**src/hdl/spd_pkg.sv**
```systemverilog
// Package: shared widths, item kind codes, controller states and control structs.
`timescale 1ns / 1ps
package spd_pkg;

  localparam int MAX_PATTERN_DEF = 16;
  localparam int WORD_W = 32;
  localparam int KIND_W = 2;
  localparam int SLOT_W = 4;
  localparam int LEN_W  = 5;

  localparam logic [KIND_W-1:0] KIND_LOAD = 2'd0;
  localparam logic [KIND_W-1:0] KIND_DATA = 2'd1;
  localparam logic [KIND_W-1:0] KIND_END  = 2'd2;

  typedef enum logic [1:0] {
    ST_IDLE,
    ST_CHECK,
    ST_FLUSH,
    ST_MARK
  } state_t;

  typedef struct packed {
    logic load;
    logic append;
    logic drop;
    logic clear;
    logic emit_word;
    logic emit_mark;
  } dp_cmd_t;

  typedef struct packed {
    logic count_zero;
    logic prefix_ok;
    logic full_match;
    logic out_free;
  } dp_sts_t;

endpackage

```
**src/hdl/spd_if.sv**
```systemverilog
// Interfaces: item, result and configuration channels.
`timescale 1ns / 1ps
interface spd_item_if import spd_pkg::*; ();
  logic                      valid;
  logic                      ready;
  logic [KIND_W-1:0]         kind;
  logic [SLOT_W-1:0]         slot;
  logic signed [WORD_W-1:0]  word;
  modport source (output valid, kind, slot, word, input ready);
  modport sink   (input valid, kind, slot, word, output ready);
endinterface

interface spd_result_if import spd_pkg::*; ();
  logic                      valid;
  logic                      ready;
  logic signed [WORD_W-1:0]  kept_word;
  logic                      end_marker;
  modport source (output valid, kept_word, end_marker, input ready);
  modport sink   (input valid, kept_word, end_marker, output ready);
endinterface

interface spd_cfg_if import spd_pkg::*; ();
  logic              valid;
  logic              ready;
  logic [LEN_W-1:0]  data;
  modport source (output valid, data, input ready);
  modport sink   (input valid, data, output ready);
endinterface

```
**src/hdl/stream_pattern_deleter.sv**
```systemverilog
// Top level: deletes non-overlapping pattern occurrences from a word stream.
// Load and unused-kind items leave the controller idle; ready stays high, so they can follow back to back.
// A data item is appended, then checked; buffered words that break the prefix are emitted (at most MAX_PATTERN).
// An end item flushes the buffered words, then sends an end marker; each result waits in one output register.
// The rate is set by the single shift buffer that emits one word per cycle while the output register is free.
// Synchronous active-high reset clears length, match count, state and output valid.
`timescale 1ns / 1ps
module stream_pattern_deleter import spd_pkg::*; #(
  parameter int MAX_PATTERN = MAX_PATTERN_DEF
) (
  input  logic          clk,
  input  logic          rst,
  spd_cfg_if.sink       cfg,
  spd_item_if.sink      items,
  spd_result_if.source  results
);

  dp_cmd_t cmd;
  dp_sts_t sts;

  assign cfg.ready = 1'b1;

  spd_ctrl u_ctrl (
    .clk        (clk),
    .rst        (rst),
    .item_valid (items.valid),
    .item_kind  (items.kind),
    .item_ready (items.ready),
    .sts        (sts),
    .cmd        (cmd)
  );

  spd_dp #(
    .MAX_PATTERN (MAX_PATTERN)
  ) u_dp (
    .clk       (clk),
    .rst       (rst),
    .cfg_we    (cfg.valid),
    .cfg_data  (cfg.data),
    .item_slot (items.slot),
    .item_word (items.word),
    .cmd       (cmd),
    .sts       (sts),
    .out_valid (results.valid),
    .out_ready (results.ready),
    .out_word  (results.kept_word),
    .out_mark  (results.end_marker)
  );

endmodule

```
**src/hdl/spd_ctrl.sv**
```systemverilog
// Controller: sequences load, match check, drain, flush and end marker.
`timescale 1ns / 1ps
module spd_ctrl import spd_pkg::*; (
  input  logic              clk,
  input  logic              rst,
  input  logic              item_valid,
  input  logic [KIND_W-1:0] item_kind,
  output logic              item_ready,
  input  dp_sts_t           sts,
  output dp_cmd_t           cmd
);

  state_t state, state_next;
  logic   accept;

  assign item_ready = (state == ST_IDLE);
  assign accept     = item_valid && item_ready;

  always_ff @(posedge clk) begin
    if (rst) begin
      state <= ST_IDLE;
    end else begin
      state <= state_next;
    end
  end

  always_comb begin
    state_next = state;
    case (state)
      ST_IDLE: begin
        if (accept) begin
          case (item_kind)
            KIND_DATA: state_next = ST_CHECK;
            KIND_END:  state_next = ST_FLUSH;
            default:   state_next = ST_IDLE;
          endcase
        end
      end
      ST_CHECK: begin
        if (sts.count_zero || sts.prefix_ok) begin
          state_next = ST_IDLE;
        end
      end
      ST_FLUSH: begin
        if (sts.count_zero) begin
          state_next = ST_MARK;
        end
      end
      ST_MARK: begin
        if (sts.out_free) begin
          state_next = ST_IDLE;
        end
      end
      default: state_next = ST_IDLE;
    endcase
  end

  always_comb begin
    cmd = '0;
    case (state)
      ST_IDLE: begin
        cmd.load   = accept && (item_kind == KIND_LOAD);
        cmd.append = accept && (item_kind == KIND_DATA);
      end
      ST_CHECK: begin
        if (!sts.count_zero) begin
          if (sts.prefix_ok) begin
            cmd.clear = sts.full_match;
          end else if (sts.out_free) begin
            cmd.emit_word = 1'b1;
            cmd.drop      = 1'b1;
          end
        end
      end
      ST_FLUSH: begin
        if (!sts.count_zero && sts.out_free) begin
          cmd.emit_word = 1'b1;
          cmd.drop      = 1'b1;
        end
      end
      ST_MARK: begin
        cmd.emit_mark = sts.out_free;
      end
      default: cmd = '0;
    endcase
  end

endmodule

```
**src/hdl/spd_dp.sv**
```systemverilog
// Datapath: pattern store, partial-match buffer, length register and output register.
`timescale 1ns / 1ps
module spd_dp import spd_pkg::*; #(
  parameter int MAX_PATTERN = MAX_PATTERN_DEF
) (
  input  logic                      clk,
  input  logic                      rst,
  input  logic                      cfg_we,
  input  logic [LEN_W-1:0]          cfg_data,
  input  logic [SLOT_W-1:0]         item_slot,
  input  logic signed [WORD_W-1:0]  item_word,
  input  dp_cmd_t                   cmd,
  output dp_sts_t                   sts,
  output logic                      out_valid,
  input  logic                      out_ready,
  output logic signed [WORD_W-1:0]  out_word,
  output logic                      out_mark
);

  localparam int CW = $clog2(MAX_PATTERN + 1);
  localparam int IW = (MAX_PATTERN > 1) ? $clog2(MAX_PATTERN) : 1;
  localparam int LW = (CW > LEN_W) ? CW : LEN_W;
  localparam int SW = (CW > SLOT_W) ? CW : SLOT_W;
  localparam logic [LW-1:0] MAX_L = LW'(MAX_PATTERN);

  logic [WORD_W-1:0]  pattern_store [MAX_PATTERN];
  logic [WORD_W-1:0]  match_buffer  [MAX_PATTERN];
  logic [CW-1:0]      matched_count;
  logic [LEN_W-1:0]   pattern_length;
  logic [LW-1:0]      len_ext, eff_len, count_ext;
  logic [MAX_PATTERN-1:0] eq;
  logic               slot_ok;

  assign slot_ok   = (SW'(item_slot) < SW'(MAX_PATTERN));
  assign len_ext   = LW'(pattern_length);
  assign eff_len   = (len_ext > MAX_L) ? MAX_L : len_ext;
  assign count_ext = LW'(matched_count);

  always_comb begin
    for (int i = 0; i < MAX_PATTERN; i++) begin
      eq[i] = (CW'(i) >= matched_count) || (match_buffer[i] == pattern_store[i]);
    end
  end

  assign sts.count_zero = (matched_count == '0);
  assign sts.prefix_ok  = (count_ext <= eff_len) && (&eq);
  assign sts.full_match = (count_ext == eff_len);
  assign sts.out_free   = !out_valid || out_ready;

  always_ff @(posedge clk) begin
    if (rst) begin
      pattern_length <= '0;
    end else if (cfg_we) begin
      pattern_length <= cfg_data;
    end
  end

  always_ff @(posedge clk) begin
    if (cmd.load && slot_ok) begin
      pattern_store[IW'(item_slot)] <= item_word;
    end
  end

  // After each check the count stays below MAX_PATTERN, so an append always has room.
  always_ff @(posedge clk) begin
    if (rst) begin
      matched_count <= '0;
    end else if (cmd.append) begin
      matched_count <= matched_count + CW'(1);
    end else if (cmd.drop) begin
      matched_count <= matched_count - CW'(1);
    end else if (cmd.clear) begin
      matched_count <= '0;
    end
  end

  always_ff @(posedge clk) begin
    if (cmd.append) begin
      match_buffer[matched_count[IW-1:0]] <= item_word;
    end else if (cmd.drop) begin
      for (int i = 0; i < MAX_PATTERN - 1; i++) begin
        match_buffer[i] <= match_buffer[i + 1];
      end
    end
  end

  always_ff @(posedge clk) begin
    if (rst) begin
      out_valid <= 1'b0;
    end else if (cmd.emit_word || cmd.emit_mark) begin
      out_valid <= 1'b1;
    end else if (out_ready) begin
      out_valid <= 1'b0;
    end
  end

  always_ff @(posedge clk) begin
    if (cmd.emit_word) begin
      out_word <= match_buffer[0];
      out_mark <= 1'b0;
    end else if (cmd.emit_mark) begin
      out_word <= '0;
      out_mark <= 1'b1;
    end
  end

endmodule

```
**src/flat_wrapper.sv**
```systemverilog
// flat-port wrapper written by rule: the top's interface ports become plain ports
module stream_pattern_deleter_flat import spd_pkg::*;
#(
  parameter int MAX_PATTERN = MAX_PATTERN_DEF
)
  (clk, rst, cfg_valid, cfg_data, cfg_ready, items_valid, items_kind, items_slot, items_word, items_ready, results_valid, results_kept_word, results_end_marker, results_ready);
  spd_cfg_if cfg_i ();
  spd_item_if items_i ();
  spd_result_if results_i ();
  input  logic clk;
  input  logic rst;
  input wire logic [$bits(cfg_i.valid)-1:0] cfg_valid;
  input wire logic [$bits(cfg_i.data)-1:0] cfg_data;
  output wire logic [$bits(cfg_i.ready)-1:0] cfg_ready;
  input wire logic [$bits(items_i.valid)-1:0] items_valid;
  input wire logic [$bits(items_i.kind)-1:0] items_kind;
  input wire logic [$bits(items_i.slot)-1:0] items_slot;
  input wire logic [$bits(items_i.word)-1:0] items_word;
  output wire logic [$bits(items_i.ready)-1:0] items_ready;
  output wire logic [$bits(results_i.valid)-1:0] results_valid;
  output wire logic [$bits(results_i.kept_word)-1:0] results_kept_word;
  output wire logic [$bits(results_i.end_marker)-1:0] results_end_marker;
  input wire logic [$bits(results_i.ready)-1:0] results_ready;
  assign cfg_i.valid = cfg_valid;
  assign cfg_i.data = cfg_data;
  assign cfg_ready = cfg_i.ready;
  assign items_i.valid = items_valid;
  assign items_i.kind = items_kind;
  assign items_i.slot = items_slot;
  assign items_i.word = items_word;
  assign items_ready = items_i.ready;
  assign results_valid = results_i.valid;
  assign results_kept_word = results_i.kept_word;
  assign results_end_marker = results_i.end_marker;
  assign results_i.ready = results_ready;
  stream_pattern_deleter #(.MAX_PATTERN(MAX_PATTERN)) u_core (.clk(clk), .rst(rst), .cfg(cfg_i), .items(items_i), .results(results_i));
endmodule
```
**config.mk**
```make
export PLATFORM = sky130hd
export DESIGN_NAME = stream_pattern_deleter_flat
export DESIGN_NICKNAME = d
export VERILOG_FILES = /design/src/hdl/spd_pkg.sv /design/src/hdl/spd_if.sv /design/src/hdl/stream_pattern_deleter.sv /design/src/hdl/spd_ctrl.sv /design/src/hdl/spd_dp.sv /design/src/flat_wrapper.sv
export SDC_FILE = /design/constraint.sdc
export NUM_CORES = 1
export LEC_CHECK = 0
export BUFFER_PORTS_ARGS = -buffer_cell sky130_fd_sc_hd__buf_2
export CAP_MARGIN = 25
export CELL_PAD_IN_SITES_DETAIL_PLACEMENT = 1
export CELL_PAD_IN_SITES_GLOBAL_PLACEMENT = 1
export CORE_ASPECT_RATIO = 0.6
export CORE_MARGIN = 2
export CORE_UTILIZATION = 58
export DETAILED_ROUTE_END_ITERATION = 16
export GPL_ROUTABILITY_DRIVEN = 1
export PLACE_DENSITY_LB_ADDON = 0.25
export SYNTH_ARGS = -nofsm -noshare
export SYNTH_HDL_FRONTEND = slang
export SYNTH_SLANG_ARGS = --single-unit
```
**constraint.sdc**
```tcl
create_clock -name clk -period 10.5 [get_ports clk]
set_clock_uncertainty 0.2 [all_clocks]
set_input_delay 2.1 -clock clk [delete_from_list [all_inputs] [get_ports clk]]
set_output_delay 2.1 -clock clk [all_outputs]
set_load 0.02 [all_outputs]
```
==> reports/metrics.cfg <==
[status]
status=finished clean

[floorplan]
die_w_um=358
io-pin-count=84
rows=77
core-area_um2=74000
dieArea_um2=77300
die_h_um=216
initial_utilization_pct=58.8

[place]
pre_cts_ws_ns=4.64
gp_congestion=0.970
hpwl_um=99500
io_buffers=82
placed_cells=3598
placed_area_um2=45000

[synthesis]
avgSynthCellArea_um2=16.9
synth_edf_count=1056
yosysUniqueCellTypes=46
syn-num-nets=2640
synth_seq_cells=1070
synth_top_flop_cell=edfxtp_1
synth_cells=2577
synthArstFlopShare_pct=0
seq_area_frac_synth_pct=73.5
synth_area_um2=43500
synth_warnings=0

[sta]
fmax_ghz=0.173
drv_slew=0
post-route-min-period_ns=5.78
finalSetupViolations=0
relSlewSlack_pct=19.4
hold_violations=0
final.setup.tns_ns=0
finalCritPeriodShare_pct=55.1
setup_ws_ns=4.72
tightest_slew_ns=1.21
rsz0062_at_grt=false

[clock_network]
htree_levels=3
clock-sinks=1070
numCtsBuffers=93
post_cts_buffers=0
clockRootBuffer=clkbuf_16
clock_path_buffers=3
clkSlewWorstSetupHoldPaths_ns=0.07
cts_hold_buf=0
insertion_delay_ns=0.68
cts_tree=built
cts_resized=0

[route]
drc=0
vias_per_cell=6.76
wl_um=145000
drtIter0Drc=4478
drt_pass1_iterations=6
routedWlPerCell_um=38.2
drtAntennaViolNets=0
vias=25600

[critical_path]
rrSetupSlack_ns=4.72
endpoint=u_core.u_dp.match_buffer[9][14]
worstPathArrival_ns=6.10
end_kind=flop
cp_max_fo=135
startpoint_type=flop
cp_slowest_cell=and2b_1
path_cells=xnor2_1 -> nand4_1 -> nor4_1 -> a22oi_1 -> or4_1 -> nor3b_2 -> a21oi_4 -> buf_12 -> and2b_1 -> a21o_1
rr_endpoint=u_core.u_dp.match_buffer[9][14]
cp_slowest_stage_delay_ns=1.13
required_ns=10.82
r2r_start=u_core.u_dp.match_buffer[6][2]
critPathKind=reg -> reg
r2r_cells=10
startpoint=u_core.u_dp.match_buffer[6][2]

[cells_and_area]
regArea_um2=32000
layout.cells.non_filler=3790
multi_input_area_um2=10800
syn2layout_area_growth_pct=10.7
nNetsFinal=2782
fin_area_um2=48200
fillers=6361
drive_gt1_share_pct=11.4

[worst_hold_path]
hold_class=reg -> reg

[flow_run]
max_cap_violations=0

[global_route]
grt_max_degree=147
antenna_found_initial=13
first_global_vias=25200
track_usage_pct=37.8
grt_pass1_wl_um=201000
grt_remaining_overflow=0

[power_and_ir_drop]
p_per_area_nw_per_um2=180
p_leak_nw=18.1
irDropWorstVdd_mv=0.211

logic make-up (layout without fill, tap and decap cells):
family / Yosys count / in the layout / synth area share (%)
XOR/XNOR: 512 / 512 / 10.3
AO/OA/AOI/OAI: 546 / 546 / 9.29
flip-flops: 1070 / 1070 / 73.5
adder cells (fa/ha/maj): 15 / 15 / 0.431
buffers and inverters: 113 / 336 / 1.93
other: 1 / 4 / 0.00861
AND/OR/NAND/NOR: 314 / 314 / 4.42
multiplexers: 6 / 6 / 0.138
state kept, by name, indices dropped and copies added, names as in the netlist:
register / count
u_core.u_dp.pattern_store: 512
u_core.u_dp.out_valid: 1
u_core.u_dp.count_ext: 5
u_core.u_dp.match_buffer: 512
u_core.u_ctrl.state: 2
u_core.u_dp.len_ext: 5
u_core.u_dp.out_mark: 1
u_core.u_dp.out_word: 32
cell usage in the layout (no fill, tap or decap), drive strengths merged, types with 24 or more instances in the layout:
cell type,synthesis,layout
xnor2,160,160
and2,33,33
clkbuf,18,127
edfxtp,1056,1056
nor2,30,30
a21o,498,498
clkinv,0,40
nor2b,24,24
xor2,352,352
nand4,66,66
nor4,100,100
buf,85,150
Yosys cell counts (2+ instances only):
| master | n | area (um2) |
|---|---|---|
| nor2_1 | 30 | 113 |
| clkbuf_1 | 18 | 67.6 |
| ha_1 | 15 | 188 |
| o22ai_1 | 6 | 37.5 |
| and2_1 | 33 | 206 |
| o21ai_0 | 10 | 50.1 |
| nor2b_4 | 4 | 55.1 |
| buf_6 | 44 | 495 |
| or3_1 | 4 | 25.0 |
| a22oi_1 | 3 | 22.5 |
| and2b_1 | 13 | 97.6 |
| inv_1 | 10 | 37.5 |
| nor3_1 | 10 | 50.1 |
| nand2b_1 | 4 | 25.0 |
| a211oi_1 | 3 | 22.5 |
| and3_1 | 3 | 18.8 |
| dfxtp_1 | 14 | 280 |
| mux2i_1 | 6 | 60.1 |
| xnor2_1 | 160 | 1400 |
| a21oi_1 | 13 | 65.1 |
| buf_2 | 28 | 140 |
| a31oi_1 | 2 | 12.5 |
| nand3_1 | 4 | 20.0 |
| buf_4 | 13 | 97.6 |
| a21o_1 | 498 | 3740 |
| nand4_1 | 66 | 413 |
| o21a_1 | 2 | 15.0 |
| edfxtp_1 | 1056 | 31700 |
| or4_1 | 3 | 22.5 |
| nor2b_1 | 5 | 31.3 |
| nand2_1 | 18 | 67.6 |
| xor2_1 | 352 | 3080 |
| nor4_1 | 100 | 626 |
| nor2b_2 | 15 | 131 |
worst min path at each step:
stage / from / endpoint / slack, ns / depth (start not counted)
floorplan: u_core.u_dp.len_ext[0] / u_core.u_dp.len_ext[0] / 0.25 / 2
global route: u_core.u_dp.out_mark / u_core.u_dp.out_mark / 0.33 / 2
global placement: u_core.u_dp.out_mark / u_core.u_dp.out_mark / 0.26 / 2
finish: u_core.u_dp.out_mark / u_core.u_dp.out_mark / 0.30 / 2
detailed placement: u_core.u_dp.out_mark / u_core.u_dp.out_mark / 0.28 / 2
CTS: u_core.u_dp.out_mark / u_core.u_dp.out_mark / 0.30 / 2
layout make-up:
type                            instances  share of cell area, %
Timing Repair Buffer                  150                   2.37
Inverter                               10                 0.0779
Clock inverter                         49                  0.774
Antenna cell                            3                 0.0156
Sequential cell                      1070                   66.4
Clock buffer                          127                   5.33
Multi-Input combinational cell       1394                   22.5
Tap cell                              987                   2.56
metal layers:
layer / global-route usage, % / share of wire [%] / vias to the layer above
li1: - / - / 10100
met1: 58.0 / 40 / 13300
met2: 49.9 / 40 / 2062
met3: 18.0 / 18 / 184
met4: 5.45 / 1.4 / 8
met5: 0 / 0.030 / -
power breakdown:
group	switching (W)	total, W	internal [W]	leakage [nW]
clock network	0.00159	0.00344	0.00185	1.45
registers	0.0000368	0.00479	0.00475	9.66
logic	0.000306	0.000435	0.000128	6.98
total	0.00194	0.00866	0.00672	18.1
worst max-delay path: cells and delay by family, from the launching register on:
family	cells	cell delay, ns
buf+inv	1	0.28
xor+xnor	1	0.83
compound gates	3	0.57
flops	1	0.46
simple gates	5	3.08
through the flow:
step / util, % / total power, W / hold slack (ns)
final: 65.1 / 0.00866 / 0.302
after floorplan: - / 0.00508 / 0.252
after detailed placement: 60.8 / 0.00529 / 0.285
after global placement: 60.7 / 0.00526 / 0.264
after global routing: 65.1 / 0.00882 / 0.332
after CTS: 64.8 / 0.00865 / 0.300
Power figures use the tool's default switching activity.
